File: src/rtl/assert_macros.svh
// ----------------------------------------------------------------------------
// Assertion macros
// Shared concurrent assertion forms for the flight log field decoder RTL.
// ----------------------------------------------------------------------------
`ifndef ASSERT_MACROS_SVH
`define ASSERT_MACROS_SVH

// Property checked on every rising clock edge, ignored while reset is low.
`define FLD_ASSERT(label, clk, rst_n, prop) \
    label: assert property (@(posedge clk) disable iff (!rst_n) prop) \
        else $error("%m: assertion failed");

// Antecedent in one cycle implies the consequent in the next cycle.
`define FLD_ASSERT_NEXT(label, clk, rst_n, ante, cons) \
    label: assert property (@(posedge clk) disable iff (!rst_n) (ante) |=> (cons)) \
        else $error("%m: assertion failed");

`endif

File: src/rtl/fld_pkg.sv
// ----------------------------------------------------------------------------
// Flight log field decoder package
// Encoding codes, result bundle types and sign extension helpers.
// ----------------------------------------------------------------------------
package fld_pkg;

    // Group encodings, latched from the opcode on the first byte of a group
    typedef enum logic [2:0] {
        OP_UVAR   = 3'd0,
        OP_ZIGZAG = 3'd1,
        OP_TAG2   = 3'd2,
        OP_TAG8   = 3'd3,
        OP_RAW    = 3'd4
    } opcode_t;

    // Tag2 layouts, top two bits of the lead byte
    typedef enum logic [1:0] {
        T2_CRUMBS  = 2'd0,
        T2_NIBBLES = 2'd1,
        T2_SIXES   = 2'd2,
        T2_BYTES   = 2'd3
    } t2_layout_t;

    // Tag8 field sizes, two selector bits per value
    typedef enum logic [1:0] {
        T8_ZERO = 2'd0,
        T8_NIB  = 2'd1,
        T8_BYTE = 2'd2,
        T8_WORD = 2'd3
    } t8_field_t;

    localparam int unsigned MAX_RESULTS = 4;
    localparam int unsigned VARINT_MAX_BYTES = 5;

    typedef struct packed {
        logic [31:0] value;
        logic        group_last;
        logic        overlong;
    } result_t;

    // All results caused by one input byte
    typedef struct packed {
        logic [2:0]                     count;
        result_t [MAX_RESULTS-1:0]      res;
    } bundle_t;

    function automatic logic [31:0] sext2(input logic [1:0] v);
        return {{30{v[1]}}, v};
    endfunction

    function automatic logic [31:0] sext4(input logic [3:0] v);
        return {{28{v[3]}}, v};
    endfunction

    function automatic logic [31:0] sext6(input logic [5:0] v);
        return {{26{v[5]}}, v};
    endfunction

    function automatic logic [31:0] sext8(input logic [7:0] v);
        return {{24{v[7]}}, v};
    endfunction

    function automatic logic [31:0] sext16(input logic [15:0] v);
        return {{16{v[15]}}, v};
    endfunction

    function automatic logic [31:0] sext24(input logic [23:0] v);
        return {{8{v[23]}}, v};
    endfunction

    function automatic result_t res_of(input logic [31:0] v, input logic last,
                                       input logic ovl);
        result_t r;
        r.value      = v;
        r.group_last = last;
        r.overlong   = ovl;
        return r;
    endfunction

endpackage

File: src/rtl/fld_stream_if.sv
// ----------------------------------------------------------------------------
// Flight log decoder stream interfaces
// Valid/ready channels for log bytes in and decoded field values out.
// ----------------------------------------------------------------------------

// Log byte channel
interface fld_byte_if;
    logic       valid;
    logic       ready;
    logic [7:0] data_byte;
    logic [2:0] opcode;
    logic       sign_extend;

    modport source (output valid, data_byte, opcode, sign_extend, input ready);
    modport sink   (input valid, data_byte, opcode, sign_extend, output ready);
endinterface

// Decoded value channel
interface fld_value_if;
    logic               valid;
    logic               ready;
    logic signed [31:0] value;
    logic               group_last;
    logic               overlong;

    modport source (output valid, value, group_last, overlong, input ready);
    modport sink   (input valid, value, group_last, overlong, output ready);
endinterface

File: src/rtl/fld_decode_core.sv
// ----------------------------------------------------------------------------
// Flight log decode core
// Input register, group state and the per-byte decode step that produces
// a bundle of up to four results.
// ----------------------------------------------------------------------------
`include "assert_macros.svh"

module fld_decode_core
(
    input  logic             clk,
    input  logic             rst_n,
    fld_byte_if.sink         log_bytes,
    output fld_pkg::bundle_t bundle,
    output logic             bundle_valid,
    input  logic             bundle_ready
);

    // Input register
    logic       in_vld_reg;
    logic [7:0] byte_reg;
    logic [2:0] opcode_reg;
    logic       sext_reg;

    // Group state
    logic               busy_reg,  busy_next;
    fld_pkg::opcode_t   mode_reg,  mode_next;
    logic [31:0]        acc_reg,   acc_next;
    logic [2:0]         bcnt_reg,  bcnt_next;
    logic [7:0]         tsel_reg,  tsel_next;
    logic [1:0]         vidx_reg,  vidx_next;
    logic [7:0]         nbuf_reg,  nbuf_next;
    logic               npend_reg, npend_next;

    // Decode step working values
    fld_pkg::bundle_t     step;
    logic                 first;
    logic                 have;
    logic                 stop;
    logic                 emit_now;
    logic [31:0]          vint;
    logic [31:0]          v;
    logic                 last;
    logic [1:0]           size_code;
    fld_pkg::t2_layout_t  layout;
    fld_pkg::t8_field_t   fcode;

    logic adv;
    logic in_fire;
    logic final_last;

    assign in_fire         = log_bytes.valid && log_bytes.ready;
    assign adv             = in_vld_reg && bundle_ready;
    assign log_bytes.ready = !in_vld_reg || bundle_ready;
    assign bundle_valid    = in_vld_reg;
    assign bundle          = step;

    // Per-byte decode step
    always_comb
    begin
        busy_next  = busy_reg;
        mode_next  = mode_reg;
        acc_next   = acc_reg;
        bcnt_next  = bcnt_reg;
        tsel_next  = tsel_reg;
        vidx_next  = vidx_reg;
        nbuf_next  = nbuf_reg;
        npend_next = npend_reg;
        step       = '0;
        first      = 1'b0;
        have       = 1'b0;
        stop       = 1'b0;
        emit_now   = 1'b0;
        vint       = '0;
        v          = '0;
        last       = 1'b0;
        size_code  = '0;
        layout     = fld_pkg::T2_CRUMBS;
        fcode      = fld_pkg::T8_ZERO;

        // Group start; unknown encodings drop the byte
        if (!busy_reg)
        begin
            if (opcode_reg <= 3'(fld_pkg::OP_RAW))
            begin
                mode_next  = fld_pkg::opcode_t'(opcode_reg);
                busy_next  = 1'b1;
                acc_next   = '0;
                bcnt_next  = '0;
                vidx_next  = '0;
                nbuf_next  = '0;
                npend_next = 1'b0;
                first      = 1'b1;
            end
        end

        if (busy_next)
        begin
            case (mode_next)
                fld_pkg::OP_UVAR, fld_pkg::OP_ZIGZAG:
                begin
                    // 7 payload bits per byte, low group first
                    case (bcnt_next)
                        3'd0:    acc_next = acc_next | {25'd0, byte_reg[6:0]};
                        3'd1:    acc_next = acc_next | {18'd0, byte_reg[6:0], 7'd0};
                        3'd2:    acc_next = acc_next | {11'd0, byte_reg[6:0], 14'd0};
                        3'd3:    acc_next = acc_next | {4'd0, byte_reg[6:0], 21'd0};
                        3'd4:    acc_next = acc_next | {byte_reg[3:0], 28'd0};
                        default: acc_next = acc_next;
                    endcase
                    if (!byte_reg[7])
                    begin
                        vint = acc_next;
                        if (mode_next == fld_pkg::OP_ZIGZAG)
                        begin
                            vint = {1'b0, vint[31:1]} ^ {32{vint[0]}};
                        end
                        step.res[0] = fld_pkg::res_of(vint, 1'b1, 1'b0);
                        step.count  = 3'd1;
                        busy_next   = 1'b0;
                    end
                    else
                    begin
                        bcnt_next = bcnt_next + 3'd1;
                        // continuation on the last allowed byte: overlong
                        if (bcnt_next >= 3'(fld_pkg::VARINT_MAX_BYTES))
                        begin
                            step.res[0] = fld_pkg::res_of('0, 1'b1, 1'b1);
                            step.count  = 3'd1;
                            busy_next   = 1'b0;
                        end
                    end
                end

                fld_pkg::OP_TAG2:
                begin
                    if (first)
                    begin
                        tsel_next = byte_reg;
                        layout    = fld_pkg::t2_layout_t'(byte_reg[7:6]);
                        case (layout)
                            fld_pkg::T2_CRUMBS:
                            begin
                                step.res[0] = fld_pkg::res_of(
                                    fld_pkg::sext2(byte_reg[5:4]), 1'b0, 1'b0);
                                step.res[1] = fld_pkg::res_of(
                                    fld_pkg::sext2(byte_reg[3:2]), 1'b0, 1'b0);
                                step.res[2] = fld_pkg::res_of(
                                    fld_pkg::sext2(byte_reg[1:0]), 1'b1, 1'b0);
                                step.count  = 3'd3;
                                busy_next   = 1'b0;
                            end
                            fld_pkg::T2_NIBBLES:
                            begin
                                step.res[0] = fld_pkg::res_of(
                                    fld_pkg::sext4(byte_reg[3:0]), 1'b0, 1'b0);
                                step.count  = 3'd1;
                                vidx_next   = 2'd1;
                            end
                            fld_pkg::T2_SIXES:
                            begin
                                step.res[0] = fld_pkg::res_of(
                                    fld_pkg::sext6(byte_reg[5:0]), 1'b0, 1'b0);
                                step.count  = 3'd1;
                                vidx_next   = 2'd1;
                            end
                            default:
                            begin
                                // byte-size layout: lead byte only holds sizes
                            end
                        endcase
                    end
                    else
                    begin
                        layout = fld_pkg::t2_layout_t'(tsel_reg[7:6]);
                        case (layout)
                            fld_pkg::T2_NIBBLES:
                            begin
                                step.res[0] = fld_pkg::res_of(
                                    fld_pkg::sext4(byte_reg[7:4]), 1'b0, 1'b0);
                                step.res[1] = fld_pkg::res_of(
                                    fld_pkg::sext4(byte_reg[3:0]), 1'b1, 1'b0);
                                step.count  = 3'd2;
                                busy_next   = 1'b0;
                            end
                            fld_pkg::T2_SIXES:
                            begin
                                last        = (vidx_next >= 2'd2);
                                step.res[0] = fld_pkg::res_of(
                                    fld_pkg::sext6(byte_reg[5:0]), last, 1'b0);
                                step.count  = 3'd1;
                                if (last)
                                    busy_next = 1'b0;
                                else
                                    vidx_next = vidx_next + 2'd1;
                            end
                            fld_pkg::T2_BYTES:
                            begin
                                // little-endian bytes, 1 to 4 per value
                                size_code = tsel_reg[{vidx_next, 1'b0} +: 2];
                                if (!bcnt_next[2])
                                begin
                                    acc_next[{bcnt_next[1:0], 3'b000} +: 8] =
                                        acc_next[{bcnt_next[1:0], 3'b000} +: 8] | byte_reg;
                                end
                                bcnt_next = bcnt_next + 3'd1;
                                if (bcnt_next >= ({1'b0, size_code} + 3'd1))
                                begin
                                    case (size_code)
                                        2'd0:    v = fld_pkg::sext8(acc_next[7:0]);
                                        2'd1:    v = fld_pkg::sext16(acc_next[15:0]);
                                        2'd2:    v = fld_pkg::sext24(acc_next[23:0]);
                                        default: v = acc_next;
                                    endcase
                                    last        = (vidx_next >= 2'd2);
                                    step.res[0] = fld_pkg::res_of(v, last, 1'b0);
                                    step.count  = 3'd1;
                                    acc_next    = '0;
                                    bcnt_next   = '0;
                                    if (last)
                                        busy_next = 1'b0;
                                    else
                                        vidx_next = vidx_next + 2'd1;
                                end
                            end
                            default:
                            begin
                                busy_next = 1'b0;
                            end
                        endcase
                    end
                end

                fld_pkg::OP_TAG8:
                begin
                    if (first)
                        tsel_next = byte_reg;
                    have = !first;
                    // One slot per value; each slot emits or stops the walk
                    for (int k = 0; k < 4; k++)
                    begin
                        if (busy_next && !stop)
                        begin
                            fcode    = fld_pkg::t8_field_t'(tsel_next[{vidx_next, 1'b0} +: 2]);
                            emit_now = 1'b1;
                            v        = '0;
                            case (fcode)
                                fld_pkg::T8_ZERO:
                                begin
                                    v = '0;
                                end
                                fld_pkg::T8_NIB:
                                begin
                                    if (npend_next)
                                    begin
                                        v          = fld_pkg::sext4(nbuf_next[3:0]);
                                        npend_next = 1'b0;
                                    end
                                    else if (have)
                                    begin
                                        have       = 1'b0;
                                        nbuf_next  = byte_reg;
                                        v          = fld_pkg::sext4(byte_reg[7:4]);
                                        npend_next = 1'b1;
                                    end
                                    else
                                    begin
                                        emit_now = 1'b0;
                                        stop     = 1'b1;
                                    end
                                end
                                fld_pkg::T8_BYTE:
                                begin
                                    if (!have)
                                    begin
                                        emit_now = 1'b0;
                                        stop     = 1'b1;
                                    end
                                    else
                                    begin
                                        have = 1'b0;
                                        if (!npend_next)
                                        begin
                                            v = fld_pkg::sext8(byte_reg);
                                        end
                                        else
                                        begin
                                            v = fld_pkg::sext8({nbuf_next[3:0], byte_reg[7:4]});
                                            nbuf_next = byte_reg;
                                        end
                                    end
                                end
                                default:
                                begin
                                    // 16-bit big-endian field over two bytes
                                    if (!have)
                                    begin
                                        emit_now = 1'b0;
                                        stop     = 1'b1;
                                    end
                                    else
                                    begin
                                        have = 1'b0;
                                        if (bcnt_next == 3'd0)
                                        begin
                                            acc_next  = {24'd0, byte_reg};
                                            bcnt_next = 3'd1;
                                            emit_now  = 1'b0;
                                            stop      = 1'b1;
                                        end
                                        else
                                        begin
                                            if (!npend_next)
                                            begin
                                                v = fld_pkg::sext16({acc_next[7:0], byte_reg});
                                            end
                                            else
                                            begin
                                                v = fld_pkg::sext16({nbuf_next[3:0],
                                                    acc_next[7:0], byte_reg[7:4]});
                                                nbuf_next = byte_reg;
                                            end
                                            acc_next  = '0;
                                            bcnt_next = '0;
                                        end
                                    end
                                end
                            endcase
                            if (emit_now)
                            begin
                                last        = (vidx_next == 2'd3);
                                step.res[k] = fld_pkg::res_of(v, last, 1'b0);
                                step.count  = 3'(k + 1);
                                if (last)
                                    busy_next = 1'b0;
                                else
                                    vidx_next = vidx_next + 2'd1;
                            end
                        end
                    end
                end

                fld_pkg::OP_RAW:
                begin
                    v = sext_reg ? fld_pkg::sext8(byte_reg) : {24'd0, byte_reg};
                    step.res[0] = fld_pkg::res_of(v, 1'b1, 1'b0);
                    step.count  = 3'd1;
                    busy_next   = 1'b0;
                end

                default:
                begin
                    busy_next = 1'b0;
                end
            endcase
        end
    end

    // Input register valid
    always_ff @(posedge clk or negedge rst_n)
    begin
        if (!rst_n)
        begin
            in_vld_reg <= 1'b0;
        end
        else if (in_fire)
        begin
            in_vld_reg <= 1'b1;
        end
        else if (adv)
        begin
            in_vld_reg <= 1'b0;
        end
    end

    // Input payload
    always_ff @(posedge clk)
    begin
        if (in_fire)
        begin
            byte_reg   <= log_bytes.data_byte;
            opcode_reg <= log_bytes.opcode;
            sext_reg   <= log_bytes.sign_extend;
        end
    end

    // Group state, updated as each byte leaves the input register
    always_ff @(posedge clk or negedge rst_n)
    begin
        if (!rst_n)
        begin
            busy_reg  <= 1'b0;
            mode_reg  <= fld_pkg::OP_UVAR;
            acc_reg   <= '0;
            bcnt_reg  <= '0;
            tsel_reg  <= '0;
            vidx_reg  <= '0;
            nbuf_reg  <= '0;
            npend_reg <= 1'b0;
        end
        else if (adv)
        begin
            busy_reg  <= busy_next;
            mode_reg  <= mode_next;
            acc_reg   <= acc_next;
            bcnt_reg  <= bcnt_next;
            tsel_reg  <= tsel_next;
            vidx_reg  <= vidx_next;
            nbuf_reg  <= nbuf_next;
            npend_reg <= npend_next;
        end
    end

    assign final_last = step.res[2'(step.count - 3'd1)].group_last;

    // Closing an open group always yields at least one result
    `FLD_ASSERT(a_close_emits, clk, rst_n, (adv && busy_reg && !busy_next) |-> (step.count != 3'd0))
    // The final result of a byte that closes a group carries the group mark
    `FLD_ASSERT(a_close_marks_last, clk, rst_n, (adv && !busy_next && step.count != 3'd0) |-> final_last)

endmodule

File: src/rtl/fld_result_buf.sv
// ----------------------------------------------------------------------------
// Flight log result buffer
// Holds one bundle of results, handing them out one per ready cycle.
// ----------------------------------------------------------------------------
`include "assert_macros.svh"

module fld_result_buf
(
    input  logic             clk,
    input  logic             rst_n,
    input  fld_pkg::bundle_t bundle,
    input  logic             bundle_valid,
    output logic             bundle_ready,
    fld_value_if.source      field_values
);

    fld_pkg::result_t [fld_pkg::MAX_RESULTS-1:0] slots_reg;
    logic [2:0] rem_reg, rem_next;
    logic [1:0] idx_reg, idx_next;

    logic load;
    logic fire;

    assign fire = field_values.valid && field_values.ready;
    assign load = bundle_valid && bundle_ready;

    // Take a new bundle when empty or while its last result is being taken
    assign bundle_ready = (rem_reg == 3'd0) || ((rem_reg == 3'd1) && field_values.ready);

    // Read pointer and remaining count
    always_comb
    begin
        rem_next = rem_reg;
        idx_next = idx_reg;
        if (load)
        begin
            rem_next = bundle.count;
            idx_next = '0;
        end
        else if (fire)
        begin
            rem_next = rem_reg - 3'd1;
            idx_next = idx_reg + 2'd1;
        end
    end

    always_ff @(posedge clk or negedge rst_n)
    begin
        if (!rst_n)
        begin
            rem_reg <= '0;
            idx_reg <= '0;
        end
        else
        begin
            rem_reg <= rem_next;
            idx_reg <= idx_next;
        end
    end

    always_ff @(posedge clk)
    begin
        if (load)
        begin
            slots_reg <= bundle.res;
        end
    end

    // Output port
    assign field_values.valid      = (rem_reg != 3'd0);
    assign field_values.value      = slots_reg[idx_reg].value;
    assign field_values.group_last = slots_reg[idx_reg].group_last;
    assign field_values.overlong   = slots_reg[idx_reg].overlong;

    `FLD_ASSERT(a_rem_bound, clk, rst_n, rem_reg <= 3'(fld_pkg::MAX_RESULTS))
    `FLD_ASSERT_NEXT(a_rem_drain, clk, rst_n, fire && !load, rem_reg == $past(rem_reg) - 3'd1)
    `FLD_ASSERT(a_overlong_zero, clk, rst_n, (field_values.valid && field_values.overlong) |-> (field_values.group_last && field_values.value == 32'sd0))

endmodule

File: src/rtl/flight_log_field_decoder.sv
// ----------------------------------------------------------------------------
// Flight log field decoder
// Decodes varint, zigzag, tag2, tag8 and raw byte fields from a log byte
// stream into 32-bit values with a last-of-group mark.
// ----------------------------------------------------------------------------
// Path: a taken byte is held in the input register, decoded, then loaded into
// the result buffer, whose slots present its first result.
// Throughput: one byte per cycle while the output is ready and each byte
// yields at most one result; a byte yielding more than one result holds the
// input while the single result port drains them, one value per ready cycle.
// Reset: clears the input register, result buffer and group state; idle at once.

module flight_log_field_decoder
(
    input  logic        clk,
    input  logic        rst_n,
    fld_byte_if.sink    log_bytes,
    fld_value_if.source field_values
);

    fld_pkg::bundle_t bundle;
    logic             bundle_valid;
    logic             bundle_ready;

    // Input register, group state and decode step
    fld_decode_core u_core
    (
        .clk          (clk),
        .rst_n        (rst_n),
        .log_bytes    (log_bytes),
        .bundle       (bundle),
        .bundle_valid (bundle_valid),
        .bundle_ready (bundle_ready)
    );

    // Result register and serializer
    fld_result_buf u_buf
    (
        .clk          (clk),
        .rst_n        (rst_n),
        .bundle       (bundle),
        .bundle_valid (bundle_valid),
        .bundle_ready (bundle_ready),
        .field_values (field_values)
    );

endmodule

File: src/flat_wrapper.sv
// flat-port wrapper written by rule: the top's interface ports become plain ports
module flight_log_field_decoder_flat 
  (clk, rst_n, log_bytes_valid, log_bytes_data_byte, log_bytes_opcode, log_bytes_sign_extend, log_bytes_ready, field_values_valid, field_values_value, field_values_group_last, field_values_overlong, field_values_ready);
  fld_byte_if log_bytes_i ();
  fld_value_if field_values_i ();
  input  logic clk;
  input  logic rst_n;
  input wire logic [$bits(log_bytes_i.valid)-1:0] log_bytes_valid;
  input wire logic [$bits(log_bytes_i.data_byte)-1:0] log_bytes_data_byte;
  input wire logic [$bits(log_bytes_i.opcode)-1:0] log_bytes_opcode;
  input wire logic [$bits(log_bytes_i.sign_extend)-1:0] log_bytes_sign_extend;
  output wire logic [$bits(log_bytes_i.ready)-1:0] log_bytes_ready;
  output wire logic [$bits(field_values_i.valid)-1:0] field_values_valid;
  output wire logic [$bits(field_values_i.value)-1:0] field_values_value;
  output wire logic [$bits(field_values_i.group_last)-1:0] field_values_group_last;
  output wire logic [$bits(field_values_i.overlong)-1:0] field_values_overlong;
  input wire logic [$bits(field_values_i.ready)-1:0] field_values_ready;
  assign log_bytes_i.valid = log_bytes_valid;
  assign log_bytes_i.data_byte = log_bytes_data_byte;
  assign log_bytes_i.opcode = log_bytes_opcode;
  assign log_bytes_i.sign_extend = log_bytes_sign_extend;
  assign log_bytes_ready = log_bytes_i.ready;
  assign field_values_valid = field_values_i.valid;
  assign field_values_value = field_values_i.value;
  assign field_values_group_last = field_values_i.group_last;
  assign field_values_overlong = field_values_i.overlong;
  assign field_values_i.ready = field_values_ready;
  flight_log_field_decoder u_core (.clk(clk), .rst_n(rst_n), .log_bytes(log_bytes_i), .field_values(field_values_i));
endmodule
File: config.mk
export PLATFORM = sky130hd
export DESIGN_NAME = flight_log_field_decoder_flat
export DESIGN_NICKNAME = d
export VERILOG_FILES = /design/src/rtl/fld_pkg.sv /design/src/rtl/fld_stream_if.sv /design/src/rtl/fld_decode_core.sv /design/src/rtl/fld_result_buf.sv /design/src/rtl/flight_log_field_decoder.sv /design/src/flat_wrapper.sv
export VERILOG_INCLUDE_DIRS = /design/src /design/src/rtl
export SDC_FILE = /design/constraint.sdc
export NUM_CORES = 1
export LEC_CHECK = 0
export BUFFER_PORTS_ARGS = -buffer_cell sky130_fd_sc_hd__clkbuf_2
export CORE_UTILIZATION = 45
export CTS_BUF_LIST = sky130_fd_sc_hd__clkbuf_4
export DETAILED_ROUTE_END_ITERATION = 10
export SLEW_MARGIN = 20
export SYNTH_ARGS = -nofsm -noshare
export SYNTH_HDL_FRONTEND = slang
export SYNTH_SLANG_ARGS = --single-unit
File: constraint.sdc
create_clock -name clk -period 15.4 [get_ports clk]
set_clock_uncertainty 0.2 [all_clocks]
set_input_delay 3.08 -clock clk [delete_from_list [all_inputs] [get_ports clk]]
set_output_delay 3.08 -clock clk [all_outputs]
set_load 0.02 [all_outputs]
==> flow_metrics.env <==
export IMPL_status="finished, final reports clean"
export IMPL_fin_crit_sh=0.5526
export IMPL_finalMaxSlewViolations=0
export IMPL_final_antenna_net_count=0
export IMPL_hp_class="reg2reg"
export IMPL_grt_pass1_vias=15220
export IMPL_vdd_ir_drop_max_v=0.0001502
export IMPL_nFillCells=3315
export IMPL_post_route_util=0.4890
export IMPL_slowest_stage="dfrtp_1"
export IMPL_largest_register_ffs=85
export IMPL_cts_tree="done"
export IMPL_power_density_mw_per_mm2=275.2
export IMPL_port_buffers=51
export IMPL_synthFlopType="edfxtp_1"
export IMPL_fin_tns_setup_ns=0
export IMPL_hold_ws_ns=0.3375
export IMPL_grt_first_pass_wirelength_um=99830
export IMPL_drt_initial_drc_count=2084
export IMPL_fmax_mhz=117.5
export IMPL_path_clk_slew_ns=0.18
export IMPL_postCtsSetupBuffers=0
export IMPL_start_kind="flop"
export IMPL_r2r_cells=20
export IMPL_yosys_area_top_type="edfxtp_1"
export IMPL_async_reset_ff_frac=0.3822
export IMPL_core_area_sq_mm=0.03287
export IMPL_area_delta_synth_final_pct=5.816
export IMPL_cts_buffer_depth=2
export IMPL_p_leak_nw=5.717
export IMPL_ys_seq_elements=157
export IMPL_synth_edf_count=97
export IMPL_setup_ws_ns=6.890
export IMPL_critPathMaxFanout=43
export IMPL_wire_per_inst_um=29.35
export IMPL_maxCapViolCount=0
export IMPL_yosysWarnings=0
export IMPL_gp_congestion=1.024
export IMPL_io_pins=52
export IMPL_die_y_um=185.7
export IMPL_vias=16470
export IMPL_syn_area_sq_mm=0.01519
export IMPL_synth_cells=1905
export IMPL_cp_end_kind="flop"
export IMPL_clock_latency_ns=0.68
export IMPL_cts_made_buffers=17
export IMPL_dp_hpwl_um=49250
export IMPL_yosysTopAreaCellShare=0.1918
export IMPL_tightest_slew_ns=1.103
export IMPL_grt_total_usage=0.3983
export IMPL_rsz0062_at_grt="no"
export IMPL_drt_pass1_iterations=8
export IMPL_yosysSeqAreaShare=0.2906
export IMPL_rows=66
export IMPL_max_stage_delay_ns=0.91
export IMPL_synth_common_cells="nand2_1, nor2_1, o21ai_0, a21oi_1, clkbuf_1"
export IMPL_place_area_sq_mm=0.01576
export IMPL_r2r_slack_ns=6.89
export IMPL_slew_limit_headroom=0.2604
export IMPL_cts_sinks=157
export IMPL_critPathRequiredTime_ns=15.62
export IMPL_synth_most_common_cell="nand2_1"
export IMPL_cts_root_buf="clkbuf_4"
export IMPL_hold_viol=0
export IMPL_min_path_cells=2
export IMPL_antenna_found_initial=8
export IMPL_syn_num_nets=1946
export IMPL_dieArea_sq_mm=0.03449
export IMPL_nNetsFinal=1909
export IMPL_dieWidth_um=185.7
export IMPL_crit_family="compound AO/OA/AOI/OAI gates"
export IMPL_overflow=0
export IMPL_grt_start_max_net_pins=71
export IMPL_post_route_min_period_ns=8.510
export IMPL_final_area_sq_mm=0.01607
export IMPL_crit_path_cell_trace="inv_1, nand2_2, buf_4, and2_1, inv_1, ha_1, nor3b_1, o2111a_1, o32ai_4, mux2i_1, mux2_4, o21ai_2, or2_1, a221oi_4, a31oi_1, or2_1, o21ai_0, a211o_1, o31a_1, a21oi_2"
export IMPL_initial_core_util=0.4621
export IMPL_cp_depth=20
export IMPL_drc_errors=0
export IMPL_drive_above_1_share=0.1361
export IMPL_cts_hold_buf=0
export IMPL_avgSynthCellArea_sq_um=7.973
export IMPL_worst_setup_path_type="reg2reg"
export IMPL_ys_top_cells_by_area="edfxtp_1, dfrtp_1, nand2_1"
export IMPL_dp_slack_ns=7.208
export IMPL_cp_buffers_inverters=3
export IMPL_post_drt_via_cell_ratio=7.084
export IMPL_setup_violations=0
export IMPL_totalWireLength_um=68250
export IMPL_synth_cell_types=106
export IMPL_htreeDepth=4
export IMPL_postCtsResizedCells=0
export IMPL_arrival_ns=8.73
[metal layers]
layer / vias up / GRT usage / routed length, um
met4: 0 / 0.2085 / 4071
met2: 1086 / 0.6146 / 30200
met3: 284 / 0.1060 / 7062
met5: - / 0 / 0
met1: 7929 / 0.5075 / 26920
li1: 7171 / - / -
[through the flow]
stage                     total power [mW]  cells
after floorplan                      3.056   1905
after global placement               4.016   2291
after detailed placement             4.018   2291
after CTS                            4.307   2323
after global routing                 4.655   2325
final                                4.424   2325
[worst min-delay path: stages, from the launching register on]
cell     delay, ns
dfrtp_1       0.40
nand2_1       0.05
o21ai_0       0.06
[area by class of cell]
| type | instances | area [sq um] | share of cell area |
|---|---|---|---|
| flip-flops and latches | 157 | 4414 | 0.2747 |
| clock inverters | 15 | 172.7 | 0.01074 |
| well taps | 442 | 553.0 | 0.03441 |
| clock buffers | 17 | 127.6 | 0.007941 |
| inverters | 28 | 106.4 | 0.006617 |
| multi-input cells | 1562 | 10050 | 0.6256 |
| repair buffers | 102 | 638.1 | 0.03970 |
| diodes | 2 | 5.005 | 0.0003114 |
[power by group]
part           total (mW)  internal [mW]  switching (mW)
clock               0.282         0.0765           0.206
combinational        3.32           1.02            2.30
sequential          0.820          0.640           0.180
[logic make-up after synthesis]
group                    Yosys count  share of synthesized area
adder cells (fa/ha/maj)           25                    0.02059
AND/OR/NAND/NOR                  636                     0.1893
multiplexers                      93                    0.08600
AO/OA/AOI/OAI                    772                     0.3420
buffers and inverters            186                    0.04976
flip-flops                       157                     0.2906
XOR/XNOR                          36                    0.02175
[path summary, 6_finish.rpt]
check,to,startpoint
worst max-delay path,u_core.u_buf.slots_reg[116],u_core.u_core.busy_reg
worst min-delay path,u_core.u_core.mode_reg[1],u_core.u_core.mode_reg[1]
worst max register to register,u_core.u_buf.slots_reg[116],u_core.u_core.busy_reg
worst min register to register,u_core.u_core.mode_reg[1],u_core.u_core.mode_reg[1]
max in group asynchronous,u_core.u_core.acc_reg[22],rst_n
min in group asynchronous,u_core.u_core.bcnt_reg[1],rst_n
[cell usage in the layout, fill, tap and decap left out, types with 12 or more instances in the layout]
cell type	instances
nand2b_1	12
edfxtp_1	97
a22o_1	21
o211ai_1	55
mux2i_1	46
ha_1	25
mux4_2	26
xor2_1	20
o221ai_1	21
o21ai_0	166
nand2_1	250
clkbuf_4	17
a21o_1	25
a22oi_1	86
a21oi_1	163
a31oi_1	57
nand3_1	63
dfrtp_1	60
a221oi_1	12
o22ai_1	20
inv_1	25
nor2_1	193
mux2_2	16
clkbuf_2	50
a211oi_1	16
o21ai_1	12
xnor2_1	14
nor3_1	22
buf_4	51
and2_1	13
No activity file was read; power rests on OpenSTA's default activity.
